<file path="config.mk">
export PLATFORM = sky130hd
export DESIGN_NAME = grcq_ctrl
export DESIGN_NICKNAME = d
export VERILOG_FILES = /design/src/hdl/grcq_pkg.sv /design/src/hdl/grcq_ctrl.sv
export SDC_FILE = /design/constraint.sdc
export NUM_CORES = 1
export LEC_CHECK = 0
export BUFFER_PORTS_ARGS = -buffer_cell sky130_fd_sc_hd__buf_2
export CAP_MARGIN = 20
export CORE_AREA = 2 2 39 41
export CTS_CLUSTER_SIZE = 40
export DETAILED_ROUTE_END_ITERATION = 16
export DIE_AREA = 0 0 41 43
export PLACE_DENSITY = 0.76
export SETUP_SLACK_MARGIN = 0.1
export SYNTH_ARGS = -nofsm -noshare
export SYNTH_HDL_FRONTEND = slang
export SYNTH_SLANG_ARGS = --single-unit
export TNS_END_PERCENT = 20
</file>
<file path="constraint.sdc">
create_clock -name aclk -period 1.7 [get_ports aclk]
set_input_delay 0.17 -clock aclk [delete_from_list [all_inputs] [get_ports aclk]]
set_output_delay 0.17 -clock aclk [all_outputs]
set_load 0.03 [all_outputs]
</file>
<file path="src/hdl/grcq_pkg.sv">
`timescale 1ns / 1ps
package grcq_pkg;

    localparam logic ACT_WRITE = 1'b0;
    localparam logic ACT_QUERY = 1'b1;

    localparam int COORD_W = 8;
    localparam int CFG_W   = 9;
    localparam int CNT_W   = 17;
    localparam int IN_W    = 40;
    localparam int OUT_W   = 24;

    localparam logic [CFG_W-1:0] GRID_SIZE_RESET = 9'd256;

    typedef enum logic [7:0] {
        S_CLEAR = 8'b0000_0001,
        S_IDLE  = 8'b0000_0010,
        S_CELL  = 8'b0000_0100,
        S_CHK   = 8'b0000_1000,
        S_URD   = 8'b0001_0000,
        S_UWR   = 8'b0010_0000,
        S_QRUN  = 8'b0100_0000,
        S_QOUT  = 8'b1000_0000
    } state_t;

    typedef struct packed {
        logic load;
        logic clr_step;
        logic cell_wr;
        logic upd_wr;
        logic q_step;
        logic out_load;
    } cmd_t;

    typedef struct packed {
        logic clr_last;
        logic w_skip;
        logic upd_last;
        logic q_done;
        logic out_busy;
    } sts_t;

endpackage

</file>
<file path="src/hdl/grcq_ctrl.sv">
`timescale 1ns / 1ps
module grcq_ctrl
    import grcq_pkg::*;
(
    input  logic aclk,
    input  logic aresetn,
    input  logic s_tvalid,
    output logic s_tready,
    input  logic in_query,
    input  sts_t sts,
    output cmd_t cmd
);

    state_t state_reg, state_next;
    logic   accept;

    assign s_tready = (state_reg == S_IDLE);
    assign accept   = s_tvalid && s_tready;

    always_comb begin
        state_next = state_reg;
        cmd        = '0;
        case (state_reg)
            S_CLEAR: begin
                cmd.clr_step = 1'b1;
                if (sts.clr_last) begin
                    state_next = S_IDLE;
                end
            end
            S_IDLE: begin
                if (accept) begin
                    cmd.load   = 1'b1;
                    state_next = in_query ? S_QRUN : S_CELL;
                end
            end
            S_CELL: begin
                state_next = S_CHK;
            end
            S_CHK: begin
                if (sts.w_skip) begin
                    state_next = S_IDLE;
                end else begin
                    cmd.cell_wr = 1'b1;
                    state_next  = S_URD;
                end
            end
            S_URD: begin
                state_next = S_UWR;
            end
            S_UWR: begin
                cmd.upd_wr = 1'b1;
                state_next = sts.upd_last ? S_IDLE : S_URD;
            end
            S_QRUN: begin
                if (sts.q_done) begin
                    state_next = S_QOUT;
                end else begin
                    cmd.q_step = 1'b1;
                end
            end
            S_QOUT: begin
                if (!sts.out_busy) begin
                    cmd.out_load = 1'b1;
                    state_next   = S_IDLE;
                end
            end
            default: begin
                state_next = S_CLEAR;
            end
        endcase
    end

    always_ff @(posedge aclk) begin
        if (!aresetn) begin
            state_reg <= S_CLEAR;
        end else begin
            state_reg <= state_next;
        end
    end

endmodule

</file>
==> impl_metrics.py <==
metrics = {
    "timing": {
        "worst_pin_slew_ns": 0.366,
        "setup_viol_count_final": 1,
        "finClkSkew_ns": 0.00365,
        "finalMaxSlewViolations": 0,
        "final.setup.worst_slack_ns": -0.0339,
        "fin_crit_ns": 1.73,
        "post-route-period-util": 1.02,
        "slew_headroom": 0.754,
        "fin_tns_setup_ns": -0.0339,
        "rsz0062_at_grt": "yes",
        "clock.fmax_ghz": 0.577,
        "timing_hold_violations_final": 0,
    },
    "cts": {
        "clkSinkCount": 8,
        "clockBufferDepth": 2,
        "cts_tree": "yes",
        "clkTransAtPathRegs_ns": 0.06,
        "htreeDepth": 1,
        "clk_latency_ns": 0.26,
        "cts_buffers": 3,
        "ctsRootBufferMaster": "clkbuf_4",
        "ctsHoldBuffers": 0,
    },
    "route": {
        "wire_per_inst_um": 15.4,
        "drc_errors": 0,
        "first_iter_violations": 17,
        "vias": 638,
        "drt-total-wl_um": 1710,
        "dr.pass1.iters": 4,
        "ant_nets": 0,
        "vias_per_cell": 5.75,
    },
    "floorplanning": {
        "fp.coreArea_um2": 1380,
        "die_height_um": 43,
        "ioPinCount": 16,
        "die_area_um2": 1760,
        "die_x_um": 41,
        "start_util": 0.459,
        "num_rows": 14,
    },
    "status": {
        "violations": "setup timing",
        "status": "complete, but fails checks",
    },
    "final_layout": {
        "finish.utilization": 0.632,
        "drive_gt1_frac": 0.516,
        "n_antenna_cell": 0,
        "regArea_um2": 174,
        "largest_reg_flops": 8,
        "nNetsFinal": 106,
        "layout.cells.most_common": "buf_4",
        "multi_input_area_um2": 477,
        "syn_to_final_growth_pct": 37.6,
        "n_fill_cell": 119,
        "final_cells": 111,
        "final_cell_mix": "buf_4 (11), buf_2 (10), nor2_1 (7)",
    },
    "global_route": {
        "grt_max_degree": 12,
        "grt_pass1_vias": 543,
        "overflow": 0,
        "grtUsageTotal": 0.209,
        "antenna_found_initial": 0,
        "grt_first_pass_wirelength_um": 2440,
    },
    "pwr": {
        "p_leak_nw": 0.363,
        "power_w": 0.000945,
        "ir_drop_mv": 0.773,
        "power_density_nw_per_um2": 1080,
    },
    "synth": {
        "ys.flop_type": "dfxtp_1",
        "syn-mean-instance-area_um2": 8.83,
        "netlist_instances": 72,
        "async_flop_share": 0,
        "synth_area_um2": 636,
        "yosys_warnings": 0,
        "synth_seq_area_share": 0.252,
        "synth_edf_count": 0,
        "synth-seq-cells": 8,
        "synth.distinct_cells": 33,
        "synth_nets": 81,
    },
    "worst_setup_path": {
        "setup.worst_path.end_class": "output pin",
        "criticalPathCategory": "register to output pin",
        "cp_slowest_stage_delay_ns": 0.55,
        "critPathLaunchType": "register",
        "worstPathRequired_ns": 1.53,
        "crit_slowest_cell": "or4_4",
        "cp_max_fo": 3,
        "crit_buf_inv": 1,
        "path_cells": "or4_4 -> nor2b_4 -> and2_4 -> buf_6",
        "arrival_ns": 1.56,
        "crit_family": "simple AND/OR/NAND/NOR gates",
    },
    "worst_hold_path": {
        "hold_path_class": "input pin to register",
    },
    "flow_run": {
        "max_cap_violations": 0,
    },
    "placement": {
        "place_inst": 101,
        "hpwl_um": 1120,
        "pre_cts_ws_ns": 0.120,
        "gp_congestion": 0.874,
        "port_buffers": 15,
    },
}
## per-layer routing
layer	track usage	up-vias	share of wire
li1	-	322	-
met1	0.265	292	0.43
met2	0.328	20	0.51
met3	0.0471	4	0.046
met4	0.0800	0	0.012
met5	0	-	0
## repair_timing
action	4_1_cts	5_1_grt
pin swaps	9	3
setup endpoints to repair	7	11
setup buffers	5	2
resized for setup	21	5
## where the power goes
part           total [W]  leakage (nW)  internal (W)  switching [W]
registers       0.000262        0.0684      0.000212      0.0000505
logic           0.000529         0.281      0.000274       0.000255
clock network   0.000154        0.0138     0.0000814      0.0000725
## worst paths after layout
| kind | start | end | slack [ns] | cells after the start |
|---|---|---|---|---|
| worst max-delay path | state_reg[5]$_SDFFE_PN0P_ | cmd[5] | -0.03 | 4 |
| worst min-delay path | in_query | state_reg[6]$_SDFFE_PN0P_ | 0.19 | 3 |
| worst max register to register | state_reg[5]$_SDFFE_PN0P_ | state_reg[5]$_SDFFE_PN0P_ | 0.15 | 5 |
| worst min register to register | state_reg[2]$_SDFFE_PN0P_ | state_reg[3]$_SDFFE_PN0P_ | 0.54 | 2 |
## Yosys cell counts, types with 2 or more instances
library cell,instances,share of area
nand4b_1,4,0.055
nor3b_1,3,0.035
o211ai_1,3,0.035
buf_6,2,0.035
and3b_1,3,0.041
nor2_1,8,0.047
nor4_4,2,0.067
nand3_1,2,0.016
nor4b_1,3,0.041
and3_1,3,0.030
o21ai_0,2,0.016
xor2_1,2,0.028
dfxtp_1,8,0.25
inv_1,4,0.024
nor2b_1,3,0.030
nand2_1,3,0.018
## worst register-to-register path, delay by kind of cell (launching register included)
| family | cells | cell delay, ns |
|---|---|---|
| buffers and inverters | 1 | 0.15 |
| flip-flops | 1 | 0.34 |
| AND/OR/NAND/NOR | 4 | 0.94 |
## per-stage QoR
| stage | area (um^2) | hold slack [ns] |
|---|---|---|
| finish | 875 | 0.194 |
| global route | 875 | 0.209 |
| CTS | 836 | 0.189 |
| detailed placement | 717 | 0.464 |
| global placement | 717 | 0.458 |
| floorplan | 642 | 0.270 |
## cell type report
type,instances,area share
flip-flops and latches,8,0.199
repair buffers,24,0.190
well taps,16,0.0229
clock buffers,3,0.0258
multi-input cells,56,0.545
inverters,4,0.0172
## kinds of logic after synthesis
family | Yosys count | synth area share
buffers and inverters | 8 | 0.0787
AND/OR/NAND/NOR | 41 | 0.488
AO/OA/AOI/OAI | 13 | 0.154
flip-flops | 8 | 0.252
XOR/XNOR | 2 | 0.0276
(Power assumes the default switching activity.)
